<file path="src/xks_pkg.sv">
package xks_pkg;

    localparam int NUM_KEYS = 256;
    localparam int MAX_LEN  = 4096;
    localparam int BYTE_W   = 8;
    localparam int KEY_W    = 8;
    localparam int SCORE_W  = 13;
    localparam int IDX_W    = (NUM_KEYS > 1) ? $clog2(NUM_KEYS) : 1;
    localparam int CFG_IDX_W = 1;

    localparam logic [BYTE_W-1:0] LOWER_RESET = BYTE_W'(48);
    localparam logic [BYTE_W-1:0] UPPER_RESET = BYTE_W'(122);
    localparam logic [SCORE_W-1:0] SCORE_MAX  = SCORE_W'(MAX_LEN);

    typedef enum logic [CFG_IDX_W-1:0] {
        REG_LOWER_BOUND = 1'b0,
        REG_UPPER_BOUND = 1'b1
    } cfg_reg_t;

    typedef struct packed {
        logic [BYTE_W-1:0] lower;
        logic [BYTE_W-1:0] upper;
    } bounds_t;

    typedef struct packed {
        logic count_en;
        logic shift_en;
    } cell_ctrl_t;

endpackage

</file>
<file path="src/xks_out_if.sv">
interface xks_out_if;
    import xks_pkg::*;

    logic               valid;
    logic               ready;
    logic [KEY_W-1:0]   best_key;
    logic [SCORE_W-1:0] best_score;

    modport source (output valid, output best_key, output best_score, input ready);
    modport sink (input valid, input best_key, input best_score, output ready);
endinterface

</file>
<file path="src/xks_argmax.sv">
module xks_argmax (
    input  logic                        clk,
    input  logic                        rst_n,
    input  logic                        start,
    input  logic [xks_pkg::SCORE_W-1:0] head_score,
    output logic                        shift_en,
    output logic                        busy,
    xks_out_if.source                   result
);
    import xks_pkg::*;

    typedef enum logic [1:0] {
        ST_IDLE,
        ST_DRAIN,
        ST_WAIT
    } state_t;

    localparam logic [IDX_W-1:0] LAST_STEP = IDX_W'(NUM_KEYS - 1);

    state_t             state_reg;
    logic [IDX_W-1:0]   step_reg;
    logic [KEY_W-1:0]   best_key_reg;
    logic [SCORE_W-1:0] best_score_reg;
    logic               out_valid_reg;
    logic [KEY_W-1:0]   out_key_reg;
    logic [SCORE_W-1:0] out_score_reg;

    logic               take;
    logic [KEY_W-1:0]   cand_key;
    logic [SCORE_W-1:0] cand_score;
    logic               out_free;
    logic               load_out;

    // running maximum, strict compare keeps the lowest key on ties
    assign take       = (step_reg == '0) || (head_score > best_score_reg);
    assign cand_key   = take ? KEY_W'(step_reg) : best_key_reg;
    assign cand_score = take ? head_score : best_score_reg;
    assign out_free   = !out_valid_reg || result.ready;
    assign load_out   = out_free && (((state_reg == ST_DRAIN) && (step_reg == LAST_STEP))
                                     || (state_reg == ST_WAIT));

    always_ff @(posedge clk or negedge rst_n)
    begin
        if (!rst_n)
        begin
            state_reg      <= ST_IDLE;
            step_reg       <= '0;
            out_valid_reg  <= 1'b0;
            best_key_reg   <= '0;
            best_score_reg <= '0;
            out_key_reg    <= '0;
            out_score_reg  <= '0;
        end
        else
        begin
            if (load_out)
            begin
                out_valid_reg <= 1'b1;
            end
            else if (out_valid_reg && result.ready)
            begin
                out_valid_reg <= 1'b0;
            end
            unique case (state_reg)
                ST_IDLE:
                begin
                    if (start)
                    begin
                        state_reg <= ST_DRAIN;
                        step_reg  <= '0;
                    end
                end
                ST_DRAIN:
                begin
                    best_key_reg   <= cand_key;
                    best_score_reg <= cand_score;
                    step_reg       <= step_reg + IDX_W'(1);
                    if (step_reg == LAST_STEP)
                    begin
                        if (out_free)
                        begin
                            out_key_reg   <= cand_key;
                            out_score_reg <= cand_score;
                            state_reg     <= ST_IDLE;
                        end
                        else
                        begin
                            state_reg <= ST_WAIT;
                        end
                    end
                end
                ST_WAIT:
                begin
                    if (out_free)
                    begin
                        out_key_reg   <= best_key_reg;
                        out_score_reg <= best_score_reg;
                        state_reg     <= ST_IDLE;
                    end
                end
                default:
                begin
                    state_reg <= ST_IDLE;
                end
            endcase
        end
    end

    assign shift_en          = (state_reg == ST_DRAIN);
    assign busy              = (state_reg != ST_IDLE);
    assign result.valid      = out_valid_reg;
    assign result.best_key   = out_key_reg;
    assign result.best_score = out_score_reg;
endmodule

</file>
<file path="src/flat_wrapper.sv">
// flat-port wrapper written by rule: the top's interface ports become plain ports
module xks_argmax_flat import xks_pkg::*;
  (clk, rst_n, start, head_score, shift_en, busy, result_valid, result_best_key, result_best_score, result_ready);
  xks_out_if result_i ();
  input  logic clk;
  input  logic rst_n;
  input  logic start;
  input  logic [xks_pkg::SCORE_W-1:0] head_score;
  output logic shift_en;
  output logic busy;
  output wire logic [$bits(result_i.valid)-1:0] result_valid;
  output wire logic [$bits(result_i.best_key)-1:0] result_best_key;
  output wire logic [$bits(result_i.best_score)-1:0] result_best_score;
  input wire logic [$bits(result_i.ready)-1:0] result_ready;
  assign result_valid = result_i.valid;
  assign result_best_key = result_i.best_key;
  assign result_best_score = result_i.best_score;
  assign result_i.ready = result_ready;
  xks_argmax u_core (.clk(clk), .rst_n(rst_n), .start(start), .head_score(head_score), .shift_en(shift_en), .busy(busy), .result(result_i));
endmodule
</file>
<file path="config.mk">
export PLATFORM = sky130hd
export DESIGN_NAME = xks_argmax_flat
export DESIGN_NICKNAME = d
export VERILOG_FILES = /design/src/xks_pkg.sv /design/src/xks_out_if.sv /design/src/xks_argmax.sv /design/src/flat_wrapper.sv
export SDC_FILE = /design/constraint.sdc
export NUM_CORES = 1
export LEC_CHECK = 0
export ABC_AREA = 1
export BUFFER_PORTS_ARGS = -buffer_cell sky130_fd_sc_hd__buf_4
export CORE_UTILIZATION = 60
export CTS_CLUSTER_DIAMETER = 100
export DETAILED_ROUTE_END_ITERATION = 16
export PLACE_DENSITY = 0.83
export SYNTH_ARGS = -nofsm -noshare
export SYNTH_HDL_FRONTEND = slang
export SYNTH_SLANG_ARGS = --single-unit
</file>
<file path="constraint.sdc">
create_clock -name clk -period 4.5 [get_ports clk]
set_clock_uncertainty 0.15 [all_clocks]
set_input_delay 0.675 -clock clk [delete_from_list [all_inputs] [get_ports clk]]
set_output_delay 0.675 -clock clk [all_outputs]
set_load 0.01 [all_outputs]
</file>
==> results.json <==
{
  "ant_nets": 0,
  "gp_congestion": 0.797,
  "htreeDepth": 2,
  "tns_ps": 0,
  "io_buffers": 40,
  "antenna_found_initial": 0,
  "nNetsFinal": 483,
  "p_switching_mw": 0.632,
  "cts_hold_buffers": 0,
  "min_path_type": "input pin to async pin",
  "dp_hpwl_um": 4440,
  "setup_viol": 0,
  "critPathLaunchType": "flop",
  "cpMaxStageDelayCell": "nor2_4",
  "io_pins": 41,
  "die_w_um": 73.6,
  "dieHeight_um": 73.6,
  "internal_power_mw": 0.901,
  "synthesis.area_mm2": 0.00308,
  "fillers": 408,
  "ir_drop_mv": 0.279,
  "synthesis.nets": 450,
  "ys_ff_latch": 53,
  "drt_iter0_drc": 154,
  "grt_max_degree": 54,
  "timing.slew.headroom_pct": 39.0,
  "overflow": 0,
  "vias": 2771,
  "swShare_pct": 41.2,
  "viasPerCell": 5.34,
  "p_comb_share_pct": 41.7,
  "track_usage_pct": 26.9,
  "cellLeakagePower_nw": 2.03,
  "instances_no_fill": 519,
  "diodes": 0,
  "synth_cell_types": 28,
  "cp_max_fo": 42,
  "path_class": "flop to output port",
  "drc": 0,
  "cap_violations": 0,
  "cts_root_buf": "clkbuf_8",
  "drt-pass1-iter-count": 4,
  "std_cell_rows": 25,
  "mostFrequentLayoutCell": "nand2_1",
  "cts.sinks": 53,
  "fin_crit_ps": 2550,
  "initial_core_util_pct": 63.8,
  "synth_area_leaders": "dfrtp_1 (43%), nand2_1 (20%), nand3_1 (7.8%)",
  "yosysSeqAreaShare_pct": 43.1,
  "crit_chain": "nor2_4, buf_4",
  "dpl.cell_count": 511,
  "reg2reg_from": "u_core.state_reg[1]",
  "tightestPinTransition_ps": 913,
  "fin_util_pct": 72.2,
  "critPathArrivalTime_ps": 1720,
  "fmax_ghz": 0.393,
  "worstPathRequired_ps": 3670,
  "hold_viol": 0,
  "cts_tree": "yes",
  "cts_buffers": 5,
  "r2r_slack_ps": 1980,
  "layout_common_cells": "nand2_1 (166), dfrtp_1 (53), nand3_1 (48), buf_4 (43), inv_1 (31)",
  "post_cts_buffers": 0,
  "die-area_mm2": 0.00542,
  "routedWlPerCell_um": 12.7,
  "slew_viol_final": 0,
  "clockBufferDepth": 2,
  "slowest_delay_ps": 730,
  "status": "completed",
  "finalCritPeriodShare_pct": 56.6,
  "synth_warnings": 0,
  "reg2reg_to": "u_core.result.best_score[12]",
  "wirelength_um": 6610,
  "seq_power_share_pct": 40.6,
  "clockPowerShare_pct": 17.7,
  "reg2reg_depth": 6,
  "synth_cells": 418,
  "avgSynthCellArea_um2": 7.36,
  "clk_latency_ps": 310,
  "core-area_mm2": 0.00482,
  "drive_above_1_share_pct": 15.3,
  "yosysTopAreaCell": "dfrtp_1",
  "area_delta_synth_final_pct": 13.1,
  "worstSetupEndpointType": "output port",
  "grt_pass1_wl_um": 11300,
  "yosysTopAreaCellShare_pct": 43.1,
  "postCtsResizedCells": 0,
  "grt_setup_unrepaired": "no",
  "grt_pass1_vias": 2566,
  "cellPowerDensity_mw_per_mm2": 441,
  "clkTransAtPathRegs_ps": 100
}
[per-stage QoR]
stage,cell area [µm²],hold slack [ps],worst slack (ps),power (mW)
after detailed placement,3390,316,1650,1.26
after global routing,3480,299,1670,1.67
after floorplan,3080,229,2290,1.14
final,3480,232,1950,1.53
after global placement,3390,313,1700,1.24
after CTS,3480,268,1930,1.54
[kinds of logic (layout without fill, tap and decap cells)]
| family | Yosys count | in the layout | synth area share (%) |
|---|---|---|---|
| AO/OA/AOI/OAI | 42 | 42 | 8.18 |
| adder cells (fa/ha/maj) | 15 | 15 | 6.10 |
| buffers and inverters | 50 | 84 | 7.00 |
| flip-flops | 53 | 53 | 43.1 |
| AND/OR/NAND/NOR | 258 | 258 | 35.6 |
[how the worst max path moves through the flow]
stage | start | endpoint | slack (ps) | cells past startpoint
floorplan | head_score[12] | u_core.best_score_reg[10] | 2290 | 14
global placement | head_score[8] | u_core.best_score_reg[12] | 1700 | 14
detailed placement | head_score[12] | u_core.best_score_reg[12] | 1650 | 14
CTS | u_core.state_reg[1] | shift_en | 1930 | 2
global route | u_core.state_reg[1] | u_core.result.best_score[12] | 1670 | 6
finish | u_core.state_reg[1] | shift_en | 1950 | 2
[cell type report]
| type | count | area [µm²] | share of cell area, % |
|---|---|---|---|
| clock inverter | 2 | 15.0 | 0.432 |
| multi-input combinational | 315 | 1530 | 44.1 |
| clock buffer | 6 | 72.6 | 2.09 |
| sequential | 53 | 1330 | 38.1 |
| timing repair buffer | 43 | 323 | 9.28 |
| inverter | 33 | 124 | 3.56 |
| tap | 67 | 83.8 | 2.41 |
[critical path, delay by kind of cell, from the launching register on]
| kind | cells | cell delay [ps] |
|---|---|---|
| buf+inv | 1 | 250 |
| simple gates | 1 | 730 |
| flops | 1 | 430 |
[metal layers]
| layer | share of wire [%] | vias up | global-route usage, % | routed length (µm) |
|---|---|---|---|---|
| li1 | - | 1402 | - | - |
| met3 | 5.3 | 6 | 3.98 | 349 |
| met4 | 0.82 | 0 | 8.12 | 54 |
| met2 | 47 | 81 | 45.6 | 3110 |
| met1 | 47 | 1282 | 35.8 | 3100 |
| met5 | 0 | - | 0 | 0 |
[cell usage after synthesis, drive strengths merged]
master,n
a31oi,3
dfrtp,53
clkbuf,9
and3,1
nand3b,1
o21ai,17
a21oi,21
o32ai,1
nand3,48
nor3b,1
and2,1
nor2,28
nor3,7
nand2,170
inv,33
buf,8
ha,15
nand4,1
[power by group through the flow]
stage | clock, mW | sequential [mW] | combinational, mW
final | 0.272 | 0.623 | 0.639
after global placement | 0 | 0.626 | 0.609
after global routing | 0.288 | 0.630 | 0.749
after CTS | 0.276 | 0.620 | 0.640
after floorplan | 0 | 0.616 | 0.527
after detailed placement | 0 | 0.629 | 0.635
Note: power is estimated with default switching activity, not from simulation.
