### config.mk
export PLATFORM = sky130hd
export DESIGN_NAME = xks_cell
export DESIGN_NICKNAME = d
export VERILOG_FILES = /design/src/xks_pkg.sv /design/src/xks_cell.sv
export SDC_FILE = /design/constraint.sdc
export NUM_CORES = 1
export LEC_CHECK = 0
export BUFFER_PORTS_ARGS = -buffer_cell sky130_fd_sc_hd__buf_2
export CORE_UTILIZATION = 35
export DETAILED_ROUTE_END_ITERATION = 8
export PLACE_DENSITY = 0.75
export SYNTH_ARGS = -nofsm -noshare
export SYNTH_HDL_FRONTEND = slang
export SYNTH_SLANG_ARGS = --single-unit
### constraint.sdc
create_clock -name clk -period 1.6 [get_ports clk]
set_input_delay 0.48 -clock clk [delete_from_list [all_inputs] [get_ports clk]]
set_output_delay 0.48 -clock clk [all_outputs]
set_load 0.03 [all_outputs]
### src/xks_pkg.sv
package xks_pkg;

    localparam int NUM_KEYS = 256;
    localparam int MAX_LEN  = 4096;
    localparam int BYTE_W   = 8;
    localparam int KEY_W    = 8;
    localparam int SCORE_W  = 13;
    localparam int IDX_W    = (NUM_KEYS > 1) ? $clog2(NUM_KEYS) : 1;
    localparam int CFG_IDX_W = 1;

    localparam logic [BYTE_W-1:0] LOWER_RESET = BYTE_W'(48);
    localparam logic [BYTE_W-1:0] UPPER_RESET = BYTE_W'(122);
    localparam logic [SCORE_W-1:0] SCORE_MAX  = SCORE_W'(MAX_LEN);

    typedef enum logic [CFG_IDX_W-1:0] {
        REG_LOWER_BOUND = 1'b0,
        REG_UPPER_BOUND = 1'b1
    } cfg_reg_t;

    typedef struct packed {
        logic [BYTE_W-1:0] lower;
        logic [BYTE_W-1:0] upper;
    } bounds_t;

    typedef struct packed {
        logic count_en;
        logic shift_en;
    } cell_ctrl_t;

endpackage

### src/xks_cell.sv
module xks_cell (
    input  logic                     clk,
    input  logic                     rst_n,
    input  logic [xks_pkg::KEY_W-1:0]   key_idx,
    input  logic [xks_pkg::BYTE_W-1:0]  cipher_byte,
    input  xks_pkg::bounds_t            bounds,
    input  xks_pkg::cell_ctrl_t         ctrl,
    input  logic [xks_pkg::SCORE_W-1:0] shift_in,
    output logic [xks_pkg::SCORE_W-1:0] score
);
    import xks_pkg::*;

    logic [SCORE_W-1:0] score_reg;
    logic [SCORE_W-1:0] score_next;
    logic [BYTE_W-1:0]  plain;
    logic               hit;

    assign plain = cipher_byte ^ BYTE_W'(key_idx);
    assign hit   = (plain > bounds.lower) && (plain < bounds.upper);

    always_comb
    begin
        score_next = score_reg;
        if (ctrl.shift_en)
        begin
            score_next = shift_in;
        end
        else if (ctrl.count_en && hit && (score_reg < SCORE_MAX))
        begin
            score_next = score_reg + SCORE_W'(1);
        end
    end

    always_ff @(posedge clk or negedge rst_n)
    begin
        if (!rst_n)
        begin
            score_reg <= '0;
        end
        else
        begin
            score_reg <= score_next;
        end
    end

    assign score = score_reg;
endmodule

==> flow_metrics.py, run 1 <==
metrics = {
    "die": {
        "start_util_pct": 37.9,
        "io_pins": 62,
        "die_w_um": 60.5,
        "row_count": 20,
        "dieArea_um2": 3660,
        "die_h_um": 60.5,
        "core_um2": 3150,
    },
    "yosys": {
        "yosysTopAreaCell": "dfrtp_1",
        "yosysMostFrequentCell": "inv_1",
        "synth_edf_count": 0,
        "synth_warnings": 0,
        "synthesis.area_um2": 1200,
        "yosysTopAreaCellShare_pct": 27.2,
        "synthFlopType": "dfrtp_1",
        "synth-seq-cells": 13,
        "async_flop_share_pct": 100,
        "syn_inst": 143,
        "synth_nets": 208,
        "avgSynthCellArea_um2": 8.36,
        "synth-seq-area-share_pct": 27.2,
        "synthTopCellsByArea": "dfrtp_1, ha_1, inv_1, xor2_1, or4_1",
        "synth_cell_types": 27,
        "synthTopCellsByCount": "inv_1, ha_1, nor2_1",
    },
    "timing": {
        "rsz0062_at_grt": "yes",
        "final.setup.tns_ps": -7160,
        "relSlewSlack_pct": 79.5,
        "slew_viol_final": 0,
        "worst_pin_slew_ps": 308,
        "layout_setup_ws_ps": -583,
        "hold_ws_ps": 79.9,
        "period_minus_slack_ps": 2180,
        "clock_skew_ps": 0.485,
        "hold_viol_final": 0,
        "fmax_mhz": 458,
        "setup_violations": 13,
        "period_share_pct": 136,
    },
    "route": {
        "drt_iter0_drc": 39,
        "vias": 1310,
        "wirelength_um": 2940,
        "drc": 0,
        "ant_nets": 0,
        "vias_per_cell": 4.98,
        "dr.pass1.iters": 4,
        "wl_per_cell_um": 11.2,
    },
    "clock_tree": {
        "cts_buffer_depth": 2,
        "cts.sinks": 13,
        "ctsHoldBuffers": 0,
        "h-tree-depth": 1,
        "numCtsBuffers": 3,
        "clk_pin_slew_worst_paths_ps": 80,
        "tritoncts": "yes",
        "clock-root-buffer": "clkbuf_4",
        "insertion_delay_ps": 280,
    },
    "finish": {
        "num-fill-cells": 314,
        "synthToLayoutAreaGrowth_pct": 44.7,
        "drive_above_1_share_pct": 41.1,
        "largest_register_ffs": 13,
        "nNetsFinal": 285,
        "antenna_cells": 0,
        "multi_input_area_um2": 808,
        "ff_latch_area_um2": 325,
    },
    "run_status": {
        "status": "finished, violations left",
        "violations": "negative setup slack",
    },
    "critical_path": {
        "crit_path_top_delay_cell": "or4_4",
        "cp-end-kind": "flip-flop",
        "critPathMaxFanout": 15,
        "r2r_cells": 7,
        "slowest_delay_ps": 510,
        "r2r_setup_slack_ps": -190,
        "cpMostUsedCell": "a21o_1",
        "worstPathCellList": "buf_6 -> xor2_2 -> ha_1 -> a21o_1 -> a21o_1 -> a21oi_2 -> o211ai_2 -> buf_12 -> or4_4 -> a2bb2oi_2",
        "start_kind": "input port",
        "r2r-start": "score[12]",
        "crit_arrival_ps": 2400,
        "worstReg2RegEnd": "score[12]",
        "worstSetupPathType": "input port to flip-flop",
        "critPathRequiredTime_ps": 1810,
    },
    "place": {
        "hpwlAfterDp_um": 2370,
        "routabilityCongestion": 0.764,
        "portBuffers": 61,
    },
    "min_path": {
        "min_path_type": "input port to async pin",
    },
    "power_and_ir_drop": {
        "pwr-share-seq_pct": 36.5,
        "power.total_uw": 1070,
        "pwr-share-comb_pct": 44.1,
        "sw_frac_of_total_pct": 37.6,
        "clkPwrFrac_pct": 19.4,
        "p_int_uw": 667,
        "p_per_area_nw_per_um2": 617,
        "power_leakage_uw": 0.000894,
        "ir_worst_vdd_mv": 0.341,
        "power_switching_uw": 401,
    },
    "global_routing": {
        "grt_pass1_wl_um": 4760,
        "antenna_found_initial": 0,
        "overflow": 0,
        "grt_max_degree": 16,
        "grt_usage_pct": 17.2,
        "first_global_vias": 1226,
    },
    "job": {
        "maxCapViolCount": 0,
    },
}
## power groups by stage
stage	combinational [uW]	sequential (uW)	clock [uW]
final	471	389	207
after global routing	527	395	227
after CTS	468	390	211
after detailed placement	457	396	0
after global placement	445	396	0
after floorplan	200	463	0
## kinds of logic (layout without fill, tap and decap cells)
| kind of cell | Yosys count | count (layout) | share of synthesized area (%) |
|---|---|---|---|
| simple gates | 44 | 44 | 19.6 |
| flops | 13 | 13 | 27.2 |
| compound gates | 35 | 35 | 20.5 |
| fa+ha+maj | 16 | 16 | 16.7 |
| mux | 1 | 1 | 0.837 |
| xor+xnor | 9 | 9 | 6.59 |
| buf+inv | 25 | 101 | 8.58 |
## metrics by stage
stage          utilization, %  area [um2]  std cells  setup WS (ps)
3_3_place_gp             52.2        1650        256           -902
6_report                 54.9        1730        263           -583
5_1_grt                  54.9        1730        263           -679
2_1_floorplan               -        1210        143           -720
3_5_place_dp             52.2        1650        256           -949
4_1_cts                  54.2        1710        263           -595
## worst max-delay path: cells and delay by family
kind,cells,cell delay [ps]
AOI/OAI and AO/OA,5,680
xor gates and xnor gates,1,170
adders and majority gates,1,300
buffers and inverters,2,260
and+or+nand+nor,1,510
## final cells by class
cell class                      instances  area share, %
Multi-Input combinational cell        105           46.7
Clock buffer                            4           1.52
Tap cell                               44           3.18
Inverter                               21           4.56
Timing Repair Buffer                   76           25.2
Sequential cell                        13           18.8
## repair_timing
action                     4_1_cts  5_1_grt
hold endpoints to repair         0        0
gates resized for setup          3        5
buffers inserted                 3        0
pin swaps                        6        2
setup endpoints to repair       13       13
## layout by cell type, fill, tap and decap left out, drive strengths merged, types with 4 or more instances in the layout
cell / synthesis / final
ha: 16 / 16
buf: 2 / 76
a31oi: 10 / 10
a21oi: 5 / 5
dfrtp: 13 / 13
inv: 21 / 21
nand4: 5 / 5
o21ai: 4 / 4
o31ai: 9 / 9
nand3: 5 / 5
clkbuf: 2 / 4
or4: 10 / 10
nand2: 7 / 7
nor2: 14 / 14
xor2: 8 / 8
## layer usage
metal  vias up  wire (um)  track usage, %
met5         -          0               0
met4         0          8            2.92
met3         2        127            4.48
met2        27       1500            32.8
met1       612       1300            19.2
li1        669          -               -
## how the worst max path moves through the flow
stage,from,end,slack [ps],depth (start not counted)
6_report,key_idx[5],score[12],-580,10
5_1_grt,key_idx[5],score[7],-680,11
3_3_place_gp,key_idx[5],score[3],-900,10
3_5_place_dp,key_idx[5],score[6],-950,10
4_1_cts,key_idx[5],score[11],-590,10
2_1_floorplan,key_idx[5],score[6],-720,9
Power figures use the tool's default switching activity.
==> run 2, diff against run 1 <==
CORE_UTILIZATION = 41   (was 35)
PLACE_DENSITY = 0.84   (was 0.75)
clock period = 1.9 ns   (was 1.6 ns; I/O delays follow)
==> flow_metrics.py, run 2 (same netlist as run 1, synthesis figures left out) <==
metrics = {
    "timing": {
        "fmax_mhz": 426,
        "period_minus_slack_ps": 2350,
        "hold_ws_ps": 168,
        "slew_viol_final": 0,
        "layout_setup_ws_ps": -448,
        "relSlewSlack_pct": 80.0,
        "setup_violations": 13,
        "rsz0062_at_grt": "yes",
        "period_share_pct": 124,
        "hold_viol_final": 0,
        "worst_pin_slew_ps": 301,
        "final.setup.tns_ps": -4780,
        "clock_skew_ps": 2.27,
    },
    "clock_tree": {
        "ctsHoldBuffers": 0,
        "h-tree-depth": 1,
        "clk_pin_slew_worst_paths_ps": 80,
        "insertion_delay_ps": 270,
        "clock-root-buffer": "clkbuf_4",
        "cts.sinks": 13,
        "numCtsBuffers": 3,
        "cts_buffer_depth": 2,
        "tritoncts": "yes",
    },
    "die": {
        "die_w_um": 56.0,
        "io_pins": 62,
        "core_um2": 2760,
        "start_util_pct": 43.4,
        "die_h_um": 56.0,
        "row_count": 19,
        "dieArea_um2": 3140,
    },
    "power_and_ir_drop": {
        "power_leakage_uw": 0.000861,
        "p_per_area_nw_per_um2": 526,
        "ir_worst_vdd_mv": 0.449,
    },
    "critical_path": {
        "worstSetupPathType": "input port to flip-flop",
        "worstReg2RegEnd": "score[6]",
        "start_kind": "input port",
        "critPathRequiredTime_ps": 2090,
        "r2r-start": "score[12]",
        "r2r_setup_slack_ps": 20,
        "critPathMaxFanout": 16,
        "cp-end-kind": "flip-flop",
        "r2r_cells": 7,
        "crit_arrival_ps": 2530,
    },
    "route": {
        "drt_iter0_drc": 25,
        "ant_nets": 0,
        "vias_per_cell": 5.49,
        "drc": 0,
        "dr.pass1.iters": 4,
        "vias": 1333,
        "wirelength_um": 3080,
        "wl_per_cell_um": 12.7,
    },
    "finish": {
        "antenna_cells": 0,
        "num-fill-cells": 255,
        "finish.utilization_pct": 61.0,
        "drive_above_1_share_pct": 40.1,
        "nNetsFinal": 278,
        "layout_common_cells": "buf_2, inv_1, ha_1, nor2_1, dfrtp_1",
        "synthToLayoutAreaGrowth_pct": 40.7,
        "mostFrequentLayoutCell": "buf_2",
        "largest_register_ffs": 13,
    },
    "global_routing": {
        "first_global_vias": 1211,
        "overflow": 0,
        "grt_max_degree": 17,
        "grt_pass1_wl_um": 5060,
        "antenna_found_initial": 0,
        "grt_usage_pct": 20.2,
    },
    "place": {
        "portBuffers": 61,
        "hpwlAfterDp_um": 2390,
        "routabilityCongestion": 0.756,
    },
    "job": {
        "maxCapViolCount": 0,
    },
    "run_status": {
        "status": "finished, violations left",
        "violations": "negative setup slack",
    },
    "min_path": {
        "min_path_type": "input port to async pin",
    },
}
==> run 2: critical path, stage by stage <==
cell and delay [ps]:
buf_6 100, xor2_2 170, ha_1 300, a21o_1 170
a21o_1 160, a21oi_2 130, o211ai_2 120, buf_12 170
or4_1 470, a31oi_1 180
==> run 2: layer usage <==
| metal | GRT usage [%] | wire [um] | vias up |
|---|---|---|---|
| met1 | 23.4 | 1250 | 629 |
| met5 | 0 | 0 | - |
| met2 | 36.9 | 1620 | 46 |
| met4 | 4.88 | 38 | 0 |
| met3 | 5.35 | 168 | 6 |
| li1 | - | - | 652 |
==> run 2: how the worst max path moves through the flow <==
stage | end | cells after the start | slack [ps] | start
after CTS | score[6] | 10 | -410 | key_idx[5]
final | score[6] | 10 | -450 | key_idx[5]
after floorplan | score[6] | 9 | -510 | key_idx[5]
after global routing | score[11] | 10 | -500 | key_idx[5]
after detailed placement | score[6] | 10 | -770 | key_idx[1]
after global placement | score[11] | 10 | -690 | key_idx[5]
==> run 2: what timing repair did <==
item                                    in CTS  in global routing
buffers inserted                             2                  0
endpoints found under the setup margin      13                 13
pin swaps                                    1                  3
gates resized for setup                      4                  5
==> run 2: final cells by class <==
| class | count | area (um2) | area share, % |
|---|---|---|---|
| Sequential cell | 13 | 325 | 19.3 |
| Timing Repair Buffer | 69 | 384 | 22.8 |
| Multi-Input combinational cell | 105 | 830 | 49.3 |
| Clock buffer | 4 | 26.3 | 1.56 |
| Tap cell | 31 | 38.8 | 2.30 |
| Inverter | 21 | 78.8 | 4.68 |
==> run 2: through the flow <==
stage / std cells / setup WS (ps) / power [uW] / cell area (um2)
floorplan: 143 / -510 / 558 / 1210
global placement: 237 / -689 / 684 / 1590
detailed placement: 237 / -770 / 698 / 1590
CTS: 243 / -410 / 877 / 1650
global route: 243 / -505 / 945 / 1680
finish: 243 / -448 / 885 / 1680
==> run 2: power by group <==
| part | switching [uW] | total [uW] | internal (uW) |
|---|---|---|---|
| sequential | 36.0 | 339 | 303 |
| clock | 88.4 | 170 | 81.4 |
| combinational | 214 | 376 | 162 |
| total | 338 | 885 | 546 |
==> run 3, diff against run 2 <==
CORE_UTILIZATION = 49   (was 41)
PLACE_DENSITY = 0.92   (was 0.84)
clock period = 3 ns   (was 1.9 ns; I/O delays follow)
==> flow_metrics.py, run 3 (same netlist as run 1, synthesis figures left out) <==
metrics = {
    "critical_path": {
        "critPathMaxFanout": 23,
        "worstReg2RegEnd": "score[5]",
        "r2r_setup_slack_ps": 1070,
        "r2r_cells": 7,
        "worstSetupPathType": "input port to flip-flop",
        "cp-end-kind": "flip-flop",
        "start_kind": "input port",
        "r2r-start": "score[12]",
        "critPathRequiredTime_ps": 3200,
        "crit_arrival_ps": 3050,
    },
    "place": {
        "portBuffers": 61,
        "routabilityCongestion": 0.816,
        "pre_cts_slack_ps": -123,
        "dpl-instance-area_um2": 1530,
        "hpwlAfterDp_um": 2290,
    },
    "route": {
        "drt_iter0_drc": 36,
        "ant_nets": 0,
        "vias_per_cell": 5.51,
        "wirelength_um": 2890,
        "dr.pass1.iters": 4,
        "wl_per_cell_um": 12.4,
        "vias": 1284,
        "drc": 0,
    },
    "timing": {
        "period_share_pct": 95.1,
        "clock_skew_ps": 3.20,
        "layout_setup_ws_ps": 146,
        "hold_viol_final": 0,
        "fmax_mhz": 350,
        "period_minus_slack_ps": 2850,
        "worst_pin_slew_ps": 633,
        "relSlewSlack_pct": 57.7,
        "slew_viol_final": 0,
        "rsz0062_at_grt": "no",
        "setup_violations": 0,
    },
    "clock_tree": {
        "h-tree-depth": 1,
        "clock-root-buffer": "clkbuf_4",
        "tritoncts": "yes",
        "cts_buffer_depth": 2,
        "post_cts_resized": 0,
        "clk_pin_slew_worst_paths_ps": 80,
        "post_cts.repair.setup_buffers": 0,
        "insertion_delay_ps": 270,
        "cts.sinks": 13,
        "numCtsBuffers": 3,
        "ctsHoldBuffers": 0,
    },
    "finish": {
        "drive_above_1_share_pct": 33.7,
        "design_area_um2": 1560,
        "synthToLayoutAreaGrowth_pct": 30.3,
        "antenna_cells": 0,
        "largest_register_ffs": 13,
        "mostFrequentLayoutCell": "buf_2",
        "nNetsFinal": 271,
        "layout_common_cells": "buf_2, inv_1, ha_1, nor2_1, dfrtp_1",
    },
    "global_routing": {
        "overflow": 0,
        "antenna_found_initial": 0,
        "grt_pass1_wl_um": 4800,
        "grt_usage_pct": 23.8,
        "grt_max_degree": 24,
        "first_global_vias": 1085,
    },
    "die": {
        "io_pins": 62,
        "core_um2": 2250,
        "die_w_um": 51.4,
        "start_util_pct": 53.1,
        "row_count": 17,
        "die_h_um": 51.4,
        "dieArea_um2": 2640,
    },
    "min_path": {
        "min_path_type": "input port to async pin",
    },
    "power_and_ir_drop": {
        "ir_worst_vdd_mv": 0.419,
        "power.total_uw": 538,
        "power_leakage_uw": 0.000821,
        "p_per_area_nw_per_um2": 345,
    },
    "run_status": {
        "status": "finished clean",
    },
    "job": {
        "maxCapViolCount": 0,
    },
}
-- run 3: changes by cell type in the layout (fill, tap and decap cells not counted), moves of 2 or more --
cell     previous run  this run
xor2_2              5         0
a21oi_2             2         0
o21ai_0             2         4
o21ai_1             2         0
buf_4               7         0
xor2_1              3         8
a21oi_1             3         5
-- run 3: final cells by class --
cell class / instances / area, um2
sequential: 13 / 325
inverter: 21 / 78.8
multi-input combinational: 105 / 768
timing repair buffer: 62 / 325
clock buffer: 4 / 26.3
fill: 188 / 696
tap: 28 / 35.0
-- run 3: routing by layer --
| metal | wire length, um | share of wire, % | track usage, % | vias up |
|---|---|---|---|---|
| li1 | - | - | - | 642 |
| met1 | 1210 | 42 | 31.1 | 594 |
| met2 | 1510 | 52 | 41.6 | 46 |
| met3 | 171 | 5.9 | 5.06 | 2 |
| met4 | 2 | 0.069 | 2.25 | 0 |
| met5 | 0 | 0 | 0 | - |
-- run 3: worst max-delay path: stages --
cell	delay, ps
buf_2	100
xor2_1	230
ha_1	300
a21o_1	160
a21o_1	170
a21oi_1	170
o211ai_2	130
buf_12	180
or4_1	520
a31oi_1	170
-- run 3: worst max path at each step --
stage                    start  cells past startpoint        end  slack, ps
floorplan           key_idx[5]                      9  score[12]        200
global placement    key_idx[5]                     10  score[10]         20
detailed placement  key_idx[5]                     10   score[8]       -120
CTS                 key_idx[5]                     10   score[5]        140
global route        key_idx[5]                     10   score[5]         30
finish              key_idx[5]                     10   score[5]        150
-- run 3: stage by stage --
| step | util (%) | hold slack (ps) | setup TNS (ps) | std cells |
|---|---|---|---|---|
| floorplan | - | 604 | 0 | 143 |
| global placement | 68.0 | 569 | 0 | 229 |
| detailed placement | 68.0 | 575 | -811 | 229 |
| CTS | 69.1 | 505 | 0 | 233 |
| global route | 69.1 | 501 | 0 | 233 |
| finish | 69.1 | 499 | 0 | 233 |
-- run 3: power by group --
| group | switching (uW) | leakage (uW) | internal, uW |
|---|---|---|---|
| Sequential | 23.0 | 0.000147 | 192 |
| Combinational | 126 | 0.000659 | 90.2 |
| Clock | 55.1 | 0.0000150 | 51.5 |
